$ cat src/rtl/dnsmp_pkg.sv
// ----------------------------------------------------------------------------
// DNS message parser package
// Shared widths, section, field and status codes for the byte tagger.
// ----------------------------------------------------------------------------
package dnsmp_pkg;

    localparam int S_TDATA_W = 8;
    localparam int M_TDATA_W = 72;

    localparam logic [2:0] SEC_HEADER     = 3'd0;
    localparam logic [2:0] SEC_QUESTION   = 3'd1;
    localparam logic [2:0] SEC_ADDITIONAL = 3'd4;
    localparam logic [2:0] SEC_BEYOND     = 3'd5;

    localparam logic [3:0] FLD_COUNT_LAST = 4'd5;
    localparam logic [3:0] FLD_LABEL_LEN  = 4'd6;
    localparam logic [3:0] FLD_NAME_CHAR  = 4'd7;
    localparam logic [3:0] FLD_NAME_END   = 4'd8;
    localparam logic [3:0] FLD_TYPE       = 4'd9;
    localparam logic [3:0] FLD_CLASS      = 4'd10;
    localparam logic [3:0] FLD_TTL        = 4'd11;
    localparam logic [3:0] FLD_RDLENGTH   = 4'd12;
    localparam logic [3:0] FLD_RDATA      = 4'd13;
    localparam logic [3:0] FLD_EXTRA      = 4'd14;

    localparam logic [1:0] ST_OK        = 2'd0;
    localparam logic [1:0] ST_TRUNCATED = 2'd1;
    localparam logic [1:0] ST_EXTRA     = 2'd2;

    localparam logic [3:0] HDR_LAST_POS = 4'd11;

    typedef enum logic [1:0] {
        PH_LABEL_LEN = 2'd0,
        PH_LABEL_CHR = 2'd1,
        PH_FIXED     = 2'd2,
        PH_RDATA     = 2'd3
    } phase_t;

endpackage

$ cat src/rtl/dns_message_stream_parser.sv
// ----------------------------------------------------------------------------
// DNS message stream parser
// Tags each message byte with section, field, record number and status.
// ----------------------------------------------------------------------------
//  channel | dir | contents
//  s_      | in  | one message byte, tlast on the final byte
//  m_      | out | one tag item per accepted byte
//
//  One item per cycle while m_tready is high; each byte passes through one
//  state update and one output register.
//  Synchronous active-low reset returns the parser to the header section.
//  s_tready follows m_tready while a result is held; no bytes are dropped.
module dns_message_stream_parser (
    input  logic                           aclk,
    input  logic                           aresetn,
    input  logic                           s_tvalid,
    output logic                           s_tready,
    input  logic [dnsmp_pkg::S_TDATA_W-1:0] s_tdata,  // [7:0] msg_byte
    input  logic                           s_tlast,  // last_byte
    output logic                           m_tvalid,
    input  logic                           m_tready,
    // [2:0] section, [6:3] field_code, [14:7] byte_value, [46:15] field_value,
    // [47] field_done, [63:48] record_index, [65:64] status, [66] message_done
    output logic [dnsmp_pkg::M_TDATA_W-1:0] m_tdata
);
    import dnsmp_pkg::*;

    typedef struct packed {
        logic        done;
        logic [2:0]  sec;
        logic [15:0] count;
    } enter_t;

    function automatic enter_t enter_next(input logic [2:0] from,
                                          input logic [3:0][15:0] cnt);
        enter_t r;
        r.done  = 1'b1;
        r.sec   = SEC_BEYOND;
        r.count = '0;
        for (int k = 3; k >= 0; k--) begin
            if (3'(k) >= from && cnt[k] != 16'd0) begin
                r.done  = 1'b0;
                r.sec   = 3'(k + 1);
                r.count = cnt[k];
            end
        end
        return r;
    endfunction

    logic [2:0]       sec_reg, sec_next;
    phase_t           phase_reg, phase_next;
    logic [3:0]       pos_reg, pos_next;
    logic [7:0]       label_reg, label_next;
    logic [31:0]      acc_reg, acc_next;
    logic [15:0]      left_reg, left_next;
    logic [15:0]      recnum_reg, recnum_next;
    logic [3:0][15:0] counts_reg, counts_next;
    logic [15:0]      rdata_reg, rdata_next;

    logic                  m_tvalid_reg;
    logic [M_TDATA_W-1:0]  m_tdata_reg;

    logic        accept;
    logic [2:0]  o_sec;
    logic [3:0]  o_code;
    logic [31:0] o_val;
    logic        o_done;
    logic [15:0] o_idx;
    logic [1:0]  o_status;
    logic        o_mdone;

    logic [3:0]  hpos;
    logic [31:0] acc_shift;
    logic        complete;
    logic        rec_end;
    logic [15:0] left_dec;
    logic [15:0] rdata_dec;
    logic [7:0]  label_dec;
    enter_t      ent;

    assign accept   = s_tvalid && s_tready;
    assign s_tready = !m_tvalid_reg || m_tready;
    assign m_tvalid = m_tvalid_reg;
    assign m_tdata  = m_tdata_reg;

    assign acc_shift = {acc_reg[23:0], s_tdata};
    assign hpos      = (pos_reg > HDR_LAST_POS) ? HDR_LAST_POS : pos_reg;
    assign left_dec  = left_reg - 16'd1;
    assign rdata_dec = rdata_reg - 16'd1;
    assign label_dec = label_reg - 8'd1;

    always_comb begin
        sec_next    = sec_reg;
        phase_next  = phase_reg;
        pos_next    = pos_reg;
        label_next  = label_reg;
        acc_next    = acc_reg;
        left_next   = left_reg;
        recnum_next = recnum_reg;
        counts_next = counts_reg;
        rdata_next  = rdata_reg;
        o_sec    = sec_reg;
        o_code   = 4'd0;
        o_val    = 32'd0;
        o_done   = 1'b0;
        o_idx    = recnum_reg;
        o_status = ST_OK;
        o_mdone  = 1'b0;
        complete = 1'b0;
        rec_end  = 1'b0;
        ent      = enter_next(3'd0, counts_reg);

        if (sec_reg == SEC_HEADER) begin
            o_idx    = 16'd0;
            o_code   = {1'b0, hpos[3:1]};
            acc_next = acc_shift;
            if (hpos[0]) begin
                o_done   = 1'b1;
                o_val    = {16'd0, acc_shift[15:0]};
                acc_next = 32'd0;
                if (hpos >= 4'd4) begin
                    counts_next[2'(hpos[3:1] - 3'd2)] = acc_shift[15:0];
                end
            end
            if (hpos == HDR_LAST_POS) begin
                ent         = enter_next(3'd0, counts_next);
                o_mdone     = ent.done;
                sec_next    = ent.sec;
                left_next   = ent.count;
                recnum_next = 16'd0;
                phase_next  = PH_LABEL_LEN;
                pos_next    = 4'd0;
            end else begin
                pos_next = hpos + 4'd1;
            end
        end else if (sec_reg <= SEC_ADDITIONAL) begin
            case (phase_reg)
                PH_LABEL_LEN: begin
                    o_done = 1'b1;
                    if (s_tdata == 8'd0) begin
                        o_code     = FLD_NAME_END;
                        phase_next = PH_FIXED;
                        pos_next   = 4'd0;
                        acc_next   = 32'd0;
                    end else begin
                        o_code     = FLD_LABEL_LEN;
                        o_val      = {24'd0, s_tdata};
                        label_next = s_tdata;
                        phase_next = PH_LABEL_CHR;
                    end
                end
                PH_LABEL_CHR: begin
                    o_code     = FLD_NAME_CHAR;
                    o_done     = 1'b1;
                    o_val      = {24'd0, s_tdata};
                    label_next = label_dec;
                    if (label_dec == 8'd0) begin
                        phase_next = PH_LABEL_LEN;
                    end
                end
                PH_FIXED: begin
                    acc_next = acc_shift;
                    if (sec_reg == SEC_QUESTION) begin
                        o_code   = (pos_reg < 4'd2) ? FLD_TYPE : FLD_CLASS;
                        complete = (pos_reg == 4'd1) || (pos_reg >= 4'd3);
                    end else begin
                        o_code   = (pos_reg < 4'd2) ? FLD_TYPE :
                                   (pos_reg < 4'd4) ? FLD_CLASS :
                                   (pos_reg < 4'd8) ? FLD_TTL : FLD_RDLENGTH;
                        complete = (pos_reg == 4'd1) || (pos_reg == 4'd3) ||
                                   (pos_reg == 4'd7) || (pos_reg >= 4'd9);
                    end
                    if (complete) begin
                        o_done   = 1'b1;
                        o_val    = acc_shift;
                        acc_next = 32'd0;
                    end
                    if (sec_reg == SEC_QUESTION && pos_reg >= 4'd3) begin
                        rec_end = 1'b1;
                    end else if (sec_reg != SEC_QUESTION && pos_reg >= 4'd9) begin
                        rdata_next = acc_shift[15:0];
                        if (acc_shift[15:0] == 16'd0) begin
                            rec_end = 1'b1;
                        end else begin
                            phase_next = PH_RDATA;
                        end
                    end else begin
                        pos_next = pos_reg + 4'd1;
                    end
                end
                PH_RDATA: begin
                    o_code     = FLD_RDATA;
                    o_done     = 1'b1;
                    o_val      = {24'd0, s_tdata};
                    rdata_next = rdata_dec;
                    if (rdata_dec == 16'd0) begin
                        rec_end = 1'b1;
                    end
                end
                default: begin
                    o_code = 4'd0;
                end
            endcase
            if (rec_end) begin
                recnum_next = recnum_reg + 16'd1;
                left_next   = left_dec;
                phase_next  = PH_LABEL_LEN;
                pos_next    = 4'd0;
                acc_next    = 32'd0;
                if (left_dec == 16'd0) begin
                    ent         = enter_next(sec_reg, counts_reg);
                    o_mdone     = ent.done;
                    sec_next    = ent.sec;
                    left_next   = ent.count;
                    recnum_next = 16'd0;
                end
            end
        end else begin
            o_sec    = SEC_BEYOND;
            o_code   = FLD_EXTRA;
            o_status = ST_EXTRA;
            o_idx    = 16'd0;
        end

        if (s_tlast) begin
            if (o_sec < SEC_BEYOND && !o_mdone) begin
                o_status = ST_TRUNCATED;
            end
            sec_next    = SEC_HEADER;
            phase_next  = PH_LABEL_LEN;
            pos_next    = 4'd0;
            label_next  = 8'd0;
            acc_next    = 32'd0;
            left_next   = 16'd0;
            recnum_next = 16'd0;
            counts_next = '0;
            rdata_next  = 16'd0;
        end
    end

    always_ff @(posedge aclk) begin
        if (!aresetn) begin
            sec_reg      <= SEC_HEADER;
            phase_reg    <= PH_LABEL_LEN;
            pos_reg      <= 4'd0;
            label_reg    <= 8'd0;
            acc_reg      <= 32'd0;
            left_reg     <= 16'd0;
            recnum_reg   <= 16'd0;
            counts_reg   <= '0;
            rdata_reg    <= 16'd0;
            m_tvalid_reg <= 1'b0;
        end else begin
            if (accept) begin
                sec_reg    <= sec_next;
                phase_reg  <= phase_next;
                pos_reg    <= pos_next;
                label_reg  <= label_next;
                acc_reg    <= acc_next;
                left_reg   <= left_next;
                recnum_reg <= recnum_next;
                counts_reg <= counts_next;
                rdata_reg  <= rdata_next;
                m_tvalid_reg <= 1'b1;
            end else if (m_tready) begin
                m_tvalid_reg <= 1'b0;
            end
        end
    end

    always_ff @(posedge aclk) begin
        if (accept) begin
            m_tdata_reg <= {5'd0, o_mdone, o_status, o_idx, o_done, o_val,
                            s_tdata, o_code, o_sec};
        end
    end

endmodule

$ cat config.mk
export PLATFORM = sky130hd
export DESIGN_NAME = dns_message_stream_parser
export DESIGN_NICKNAME = d
export VERILOG_FILES = /design/src/rtl/dnsmp_pkg.sv /design/src/rtl/dns_message_stream_parser.sv
export SDC_FILE = /design/constraint.sdc
export NUM_CORES = 1
export LEC_CHECK = 0
export ABC_AREA = 1
export BUFFER_PORTS_ARGS = -buffer_cell sky130_fd_sc_hd__clkbuf_2
export CORE_MARGIN = 2
export CORE_UTILIZATION = 30
export DETAILED_ROUTE_END_ITERATION = 16
export PLACE_DENSITY = 0.48
export SLEW_MARGIN = 15
export SYNTH_ARGS = -nofsm -noshare
export SYNTH_HDL_FRONTEND = slang
export SYNTH_SLANG_ARGS = --single-unit
$ cat constraint.sdc
create_clock -name aclk -period 3.8 [get_ports aclk]
set_input_delay 0.76 -clock aclk [delete_from_list [all_inputs] [get_ports aclk]]
set_output_delay 0.76 -clock aclk [all_outputs]
set_load 0.01 [all_outputs]
==> results of run 1 <==
## stage by stage
stage / setup WS, ns / instances / utilization
global route: 0.231 / 2810 / 0.351
CTS: 0.522 / 2810 / 0.351
finish: 0.453 / 2810 / 0.351
detailed placement: 0.359 / 2756 / 0.326
global placement: 0.440 / 2756 / 0.326
floorplan: 0.0235 / 2134 / -
## Yosys cell counts (all sizes together), types with 36 or more instances
cell,count
a21oi,113
buf,48
clkbuf,61
dfxtp,154
edfxtp,67
inv,264
nand2,539
nand3,177
nand4,46
nor2,357
nor3,36
o21ai,157
## final cells by class
class | instances | share of cell area
Clock buffer | 32 | 0.0461
Clock inverter | 22 | 0.0232
Inverter | 268 | 0.0635
Multi-Input combinational cell | 1536 | 0.453
Sequential cell | 221 | 0.319
Tap cell | 600 | 0.0470
Timing Repair Buffer | 131 | 0.0488
## worst paths after layout
check | endpoint | start | slack (ns)
min reg2reg | counts_reg[11] | counts_reg[11] | 0.46
max | m_tdata[64] | pos_reg[3] | 0.45
max reg2reg | m_tdata[64] | pos_reg[3] | 0.45
min | counts_reg[11] | counts_reg[11] | 0.46
## power groups by stage
stage,sequential (W),clock [W],combinational (W)
after global placement,0.00285,0,0.00330
after floorplan,0.00283,0,0.00233
after detailed placement,0.00285,0,0.00330
final,0.00280,0.00322,0.00333
after global routing,0.00282,0.00337,0.00373
after CTS,0.00280,0.00329,0.00331
## logic make-up after synthesis
family          synth area share
compound gates             0.133
xor+xnor                  0.0138
fa+ha+maj                 0.0144
buf+inv                    0.115
flops                      0.366
other cells             0.000270
simple gates               0.358
## worst reg2reg max path, cell delays in order (launching register included)
cell,delay [ns]
dfxtp_1,0.67
nand2_2,0.49
o21ai_0,0.32
buf_4,0.16
nand4_1,0.11
nor2_1,0.27
nand2_1,0.43
nor4_1,0.35
nand2_1,0.11
o21ai_2,0.12
nor2_1,0.06
## metal layers
layer	up-vias	global-route usage
met5	-	0
met4	0	0.0759
met3	104	0.0284
met2	427	0.333
met1	6442	0.276
li1	6979	-
==> results.cfg, run 1 <==
[run_status]
outcome = finished clean

[synth]
async_flop_share = 0
synth_top_cell_by_area = dfxtp_1
yosysSeqAreaShare = 0.366
ys_types = 51
synth_top_area_share = 0.222
ys_ff_latch = 221
syn-cell-area_um2 = 13900
avgSynthCellArea_um2 = 6.53
synth-edff-count = 67
synthFlopType = dfxtp_1
netlist_instances = 2130
synth_top_cells_by_area = dfxtp_1 (22%), edfxtp_1 (14%), nand2_1 (14%)
ys_warn_count = 0

[setup_path]
crit_family = simple AND/OR/NAND/NOR gates
rr_worst_depth = 10
crit_path_start_kind = register
cp_num_buf_inv = 1
cp.arrival_ns = 3.69
cp_max_fo = 32
cpMaxStageDelayCell = dfxtp_1
path_cells = nand2_2 -> o21ai_0 -> buf_4 -> nand4_1 -> nor2_1 -> nand2_1 -> nor4_1 -> nand2_1 -> o21ai_2 -> nor2_1
path_depth = 10
critical_path_class = reg -> reg
end_kind = register
cpPeakStageDelay_ns = 0.67
crit_required_ns = 4.14

[floorplan]
initial_core_util = 0.305
die_y_um = 219
core-area_um2 = 45600
dieArea_um2 = 48100
ios = 87
die_w_um = 219
fp-row-count = 78

[routing]
wl_met2_um = 22200
first_pass_iters = 5
wl_met3_um = 3030
routed.top_layer = met4
wl_per_cell_um = 17.7
drtIter0Drc = 906
vias = 14000
drt-met1-wl_um = 22500
drcViolationCount = 0
final_antenna_net_count = 0
viasPerCell = 4.97
routed_wl_um = 49700

[cells_and_area]
area_growth_pct = 14.9
largest_reg_flops = 67
layout-drive-gt1-share = 0.112
diodes = 0
num-fill-cells = 4927
final_cell_mix = nand2_1 (525), nor2_1 (334), inv_1 (253)
multi_input_area_um2 = 7240
area.sequential_um2 = 5090
fin_area_um2 = 16000
nets = 2216
final_common_cell = nand2_1

[grt]
antenna_found_initial = 0
grt_pass1_vias = 13300
grt_max_degree = 68
grt_use_total = 0.205
overflow = 0
grt_first_pass_wirelength_um = 76400

[power_and_ir_drop]
p_leak_nw = 7.08
p_per_area_nw_per_um2 = 585
p_seq_frac = 0.300
clkPwrFrac = 0.344
vdd_ir_drop_max_mv = 0.415
p_int_w = 0.00562
power_switching_w = 0.00373
switching_share = 0.399
power.total_w = 0.00935
p_comb_frac = 0.356

[clocking]
cts_made_buffers = 29
htree_num_levels = 1
clk_latency_ns = 0.60
post_cts_resized = 0
cts_sinks = 221
clockBufferDepth = 3
postCtsHoldBufs = 0
path_clk_slew_ns = 0.06
cts_root_buf = clkbuf_16
postCtsSetupBuffers = 0
cts_tree = yes

[sta]
finalCritPeriodShare = 0.881
fin_skew_ns = 0.0172
rsz0062_at_grt = false
hold_violations = 0
fmax_ghz = 0.299
finalSetupTns_ns = 0
setup-violations-final = 0
whs_ns = 0.463
slew_viol_final = 0
max_slew_margin = 0.263
min_period_ns = 3.35
tightest_slew_ns = 1.11

[min_path]
holdCritPathClass = reg -> reg
min_path_cells = 2

[place]
dpl.hpwl_um = 35700
dpl_cell_area_um2 = 14900
numPortBuffers = 81
gp_congestion = 0.924

[job]
drv_cap = 0
Power figures use the tool's default switching activity.
==> run 2: changes to the inputs <==
ABC_AREA = not set   (was 1)
clock period = 3.05 ns   (was 3.8 ns; I/O delays follow)
==> run 2 against run 1 <==
  * Synthesized cell count shrank 36%
  * The run now ends with negative setup slack left
  * Critical endpoint is now recnum_reg[12]
  * Power shrank 19%
  * Sequential share of layout area grew 2.5 points
  * Synthesized area shrank 15%
  * Clock power is essentially flat
==> results.cfg, run 2 <==
[floorplan]
die_y_um = 202
dieArea_um2 = 40800
ios = 87
fp-row-count = 72
die_w_um = 202
core-area_um2 = 38600
initial_core_util = 0.304

[grt]
grt_first_pass_wirelength_um = 67800
grt_use_total = 0.215
grt_pass1_vias = 10900
grt_max_degree = 74
antenna_found_initial = 1
overflow = 0

[setup_path]
crit_path_start_kind = register
crit_required_ns = 3.52
crit_family = simple AND/OR/NAND/NOR gates
cpPeakStageDelay_ns = 0.59
cp_num_buf_inv = 1
end_kind = register
cpMaxStageDelayCell = or4_4
critical_path_class = reg -> reg
path_cells = inv_2 -> ha_4 -> or4b_4 -> xnor2_2 -> o31a_1 -> or4_4 -> o211ai_4 -> nand2_4 -> or4_1 -> a21oi_1
cp_max_fo = 6
cp.arrival_ns = 3.55

[synth]
ys_warn_count = 0
synth_top_cells_by_area = dfxtp_1 (26%), edfxtp_1 (17%), nor2_1 (5.7%)
synthFlopType = dfxtp_1
async_flop_share = 0
netlist_instances = 1365
synth_most_common_cell = nor2_1
synth_top_cell_by_area = dfxtp_1
ys_ff_latch = 221
avgSynthCellArea_um2 = 8.62
synth_top_area_share = 0.262
syn-cell-area_um2 = 11800
yosysSeqAreaShare = 0.433
synth_common_cells = nor2_1 (178), dfxtp_1 (154), nand2_1 (124)
synth-edff-count = 67
ys_types = 81

[cells_and_area]
layout-drive-gt1-share = 0.229
diodes = 0
largest_reg_flops = 67
multi_input_area_um2 = 6270
area.sequential_um2 = 5100
nets = 1566
fin_area_um2 = 14800
num-fill-cells = 3969
area_growth_pct = 26.2
stdcell_count = 2075
final_common_cell = nor2_1
final_cell_mix = nor2_1 (176), buf_4 (166), dfxtp_1 (152)

[sta]
tightest_slew_ns = 1.05
hold_violations = 0
worst_slack_ns = -0.0316
rsz0062_at_grt = true
fin_skew_ns = 0.0265
slew_viol_final = 0
fmax_ghz = 0.325
min_period_ns = 3.08
finalCritPeriodShare = 1.01
setup-violations-final = 23
whs_ns = 0.287
max_slew_margin = 0.299

[clocking]
path_clk_slew_ns = 0.06
cts_tree = yes
htree_num_levels = 1
clockBufferDepth = 3
cts_sinks = 221
cts_root_buf = clkbuf_16
clk_latency_ns = 0.56
cts_made_buffers = 26

[place]
dpl_cell_area_um2 = 13700
dpl.hpwl_um = 32500
numPortBuffers = 81
gp_congestion = 0.973
placedCellCount = 2023

[routing]
drcViolationCount = 0
wl_per_cell_um = 21.9
drtIter0Drc = 926
first_pass_iters = 5
final_antenna_net_count = 0
viasPerCell = 5.62
vias = 11700
routed_wl_um = 45400

[job]
drv_cap = 0

[min_path]
holdCritPathClass = in -> reg

[power_and_ir_drop]
p_per_area_nw_per_um2 = 509
power.total_w = 0.00756
vdd_ir_drop_max_mv = 0.404
p_leak_nw = 5.69

[run_status]
outcome = finished with violations
failed_checks = negative setup slack
run 2: cell count changes in the layout (fill, tap and decap cells not counted), moves of 28 or more:
cell and change:
o21ai_0 -78, nand4_1 -35, mux2i_1 +31, nand2_1 -403
and2_1 +29, nor2_1 -158, nor4_1 +28, a21oi_1 -51
nand3_1 -139, buf_4 +116, a22oi_1 +64, inv_1 -227
run 2: through the flow:
stage          TNS [ns]  utilization  setup WS, ns
2_1_floorplan     -6.36            -        -0.205
3_3_place_gp      -2.47        0.356        -0.113
3_5_place_dp      -4.70        0.356        -0.193
6_report         -0.259        0.384       -0.0316
4_1_cts         -0.0556        0.379       -0.0315
5_1_grt           -4.02        0.384        -0.122
run 2: final cells by class:
type                    count  area share
clock buffers              39      0.0529
clock inverters             9     0.00691
inverters                  30     0.00759
multi-input cells        1002       0.422
flip-flops and latches    221       0.343
well taps                 518      0.0437
repair buffers            256       0.123
run 2: repair_timing:
| item | CTS | global route |
|---|---|---|
| setup endpoints to repair | 59 | 66 |
| gates cloned | 0 | 1 |
| setup buffers | 1 | 2 |
| hold endpoints to repair | 0 | 0 |
| pin swaps | 3 | 15 |
| hold buffers | 0 | 0 |
| gates resized for setup | 6 | 46 |
run 2: power by group:
| part | switching [W] | internal, W | total [W] | leakage (nW) |
|---|---|---|---|---|
| Combinational | 0.000723 | 0.000410 | 0.00113 | 3.34 |
| Clock | 0.00129 | 0.00195 | 0.00324 | 0.434 |
| Sequential | 0.0000565 | 0.00313 | 0.00318 | 1.92 |
run 2: path summary, 6_finish.rpt:
kind	from	endpoint	slack (ns)	cells past startpoint
worst max-delay path	rdata_reg[1]	recnum_reg[12]	-0.03	10
worst min-delay path	s_tvalid	m_tvalid	0.29	3
worst max register to register	rdata_reg[1]	recnum_reg[12]	-0.03	10
worst min register to register	label_reg[7]	label_reg[7]	0.49	2
run 2: worst min-delay path, delay by kind of cell:
family / cells / cell delay, ns
AO/OA/AOI/OAI: 1 / 0.05
buffers and inverters: 2 / 0.14
run 2: per-layer routing:
| metal | share of wire | global-route usage |
|---|---|---|
| met3 | 0.057 | 0.0292 |
| met2 | 0.44 | 0.333 |
| met1 | 0.46 | 0.305 |
| met4 | 0.039 | 0.0775 |
| met5 | 0 | 0 |
run 2: logic make-up (layout without fill, tap and decap cells):
logic type,Yosys count,count (layout),synth area share
compound gates,377,377,0.224
other cells,1,5,0.000319
mux,33,33,0.0283
flops,221,221,0.433
simple gates,541,541,0.224
fa+ha+maj,16,16,0.0170
buf+inv,146,334,0.0503
xor+xnor,30,30,0.0223
==> run 3: changes to the inputs <==
RECOVER_POWER = 25   (was not set)
SETUP_SLACK_MARGIN = 0.1   (was not set)
==> run 3 against run 2 <==
  * The run still ends with negative setup slack left
  * Sequential share of layout area grew 0.29 points
  * First-iteration DRC count grew 26%
  * Cell area shrank 0.83%
  * Routed wire length grew 0.93%
  * Power shrank 1.7%
  * Flip-flop and latch count is the same
  * Clock-buffer cell count shrank 2
  * Cell count shrank 0.29%
  * Clock power shrank 4%
  * Setup slack lost 0.015 ns
  * Die area is the same
  * Global-route usage grew 0.063 points
==> results.cfg, run 3 (synthesis results as in run 2) <==
[run_status]
outcome = finished with violations
failed_checks = negative setup slack

[grt]
grt_max_degree = 52
grt_use_total = 0.216
grt_first_pass_wirelength_um = 67800
busiest_layer = met2
grt_util_met1 = 0.306
grtUsageMet3 = 0.0418
grt_pass1_vias = 10900
antenna_found_initial = 1
use_met2 = 0.328
overflow = 0

[routing]
routed_wl_um = 45800
viasPerCell = 5.58
drcViolationCount = 0
final_antenna_net_count = 0
wl_per_cell_um = 22.2
first_pass_iters = 5
drtIter0Drc = 1168
vias = 11500

[clocking]
clk_latency_ns = 0.56
cts_made_buffers = 26
cts_tree = yes
cts_sinks = 221
htree_num_levels = 1
cts_root_buf = clkbuf_16
path_clk_slew_ns = 0.06
clockBufferDepth = 3

[min_path]
hold_start = s_tvalid
holdCritPathClass = in -> reg

[power_and_ir_drop]
switching_share = 0.278
p_seq_frac = 0.428
power_switching_w = 0.00206
p_comb_frac = 0.155
clkPwrFrac = 0.417
p_per_area_nw_per_um2 = 505
p_leak_nw = 5.47
power.total_w = 0.00743
p_int_w = 0.00537
vdd_ir_drop_max_mv = 0.341

[floorplan]
ios = 87
core-area_um2 = 38600
initial_core_util = 0.304
dieArea_um2 = 40800
die_w_um = 202
die_y_um = 202
fp-row-count = 72

[place]
placedCellCount = 2008
gp_congestion = 0.918
dpl.hpwl_um = 32300
numPortBuffers = 81

[cells_and_area]
area_growth_pct = 25.2
largest_reg_flops = 67
final_common_cell = nor2_1
num-fill-cells = 4003
nets = 1560
layout-drive-gt1-share = 0.192
stdcell_count = 2069
area.sequential_um2 = 5100
multi_input_area_um2 = 6320
diodes = 0
final_util = 0.381
final_cell_mix = nor2_1 (175), dfxtp_1 (152), buf_4 (146)

[sta]
hold_violations = 0
rsz0062_at_grt = true
fmax_ghz = 0.323
setup-violations-final = 22
max_slew_margin = 0.0788
fin_skew_ns = 0.0229
tightest_slew_ns = 1.38
finalCritPeriodShare = 1.02
finalSetupTns_ns = -0.528
slew_viol_final = 0
min_period_ns = 3.10
worst_slack_ns = -0.0467

[setup_path]
rr_startpoint = rdata_reg[0]
cp.arrival_ns = 3.54
cp_max_fo = 12
crit_path_start = rdata_reg[0]
crit_family = simple AND/OR/NAND/NOR gates
cpMaxStageDelayCell = or4_4
path_cells = inv_2 -> ha_4 -> or4b_4 -> xnor2_2 -> o31a_1 -> or4_4 -> o211ai_4 -> buf_6 -> o21ai_4 -> buf_12 -> a32o_1
cpPeakStageDelay_ns = 0.53
crit_path_start_kind = register
end_kind = register
crit_required_ns = 3.49
critical_path_class = reg -> reg
cp_num_buf_inv = 3

[job]
drv_cap = 0
[run 3: cell types whose count changed in the layout (fill, tap and decap cells not counted), sizes merged]
cell / previous run / this run
buf: 174 / 158
o22a: 1 / 2
clkinv: 6 / 5
clkbuf: 121 / 128
clkinvlp: 1 / 4
[run 3: metrics by stage]
stage	hold slack, ns	instance area, um^2	setup slack, ns
global placement	0.468	13600	-0.120
finish	0.286	14700	-0.0467
global route	0.291	14700	-0.125
CTS	0.270	14600	-0.0594
detailed placement	0.471	13600	-0.245
floorplan	0.452	11800	-0.205
[run 3: path summary, 6_finish.rpt]
check / endpoint / slack [ns] / depth (start not counted)
worst max-delay path: acc_reg[0] / -0.05 / 11
worst min-delay path: m_tvalid / 0.29 / 3
worst max register to register: acc_reg[0] / -0.05 / 11
worst min register to register: label_reg[7] / 0.48 / 2
[run 3: per-layer routing]
metal  vias up  share of wire
met5         -              0
met3        87          0.076
met2       437           0.43
met1      5618           0.46
li1       5403              -
met4         0          0.035
[run 3: what timing repair did]
item	in CTS	in global routing
cloned	0	3
endpoints found under the setup margin	65	67
hold buffers	0	0
buffers inserted	5	6
pin swaps	9	21
gates resized for setup	16	41
[run 3: final cells by class]
cell class	count	area share
clock buffers	37	0.0491
multi-input cells	1003	0.430
clock inverters	11	0.00790
inverters	30	0.00765
flip-flops and latches	221	0.346
repair buffers	249	0.116
well taps	518	0.0440
[run 3: worst register-to-register path: cells and delay by family, from the launching register on]
kind	cells	cell delay [ns]
buffers and inverters	3	0.42
adders and majority gates	1	0.13
xor gates and xnor gates	1	0.15
AOI/OAI and AO/OA	4	0.98
DFF	1	0.32
and+or+nand+nor	2	1.00
[run 3: power by group through the flow]
stage,clock (W),sequential (W),combinational (W)
3_5_place_dp,0,0.00324,0.00108
2_1_floorplan,0,0.00327,0.000570
4_1_cts,0.00318,0.00318,0.00110
6_report,0.00310,0.00318,0.00115
5_1_grt,0.00328,0.00319,0.00124
3_3_place_gp,0,0.00324,0.00107
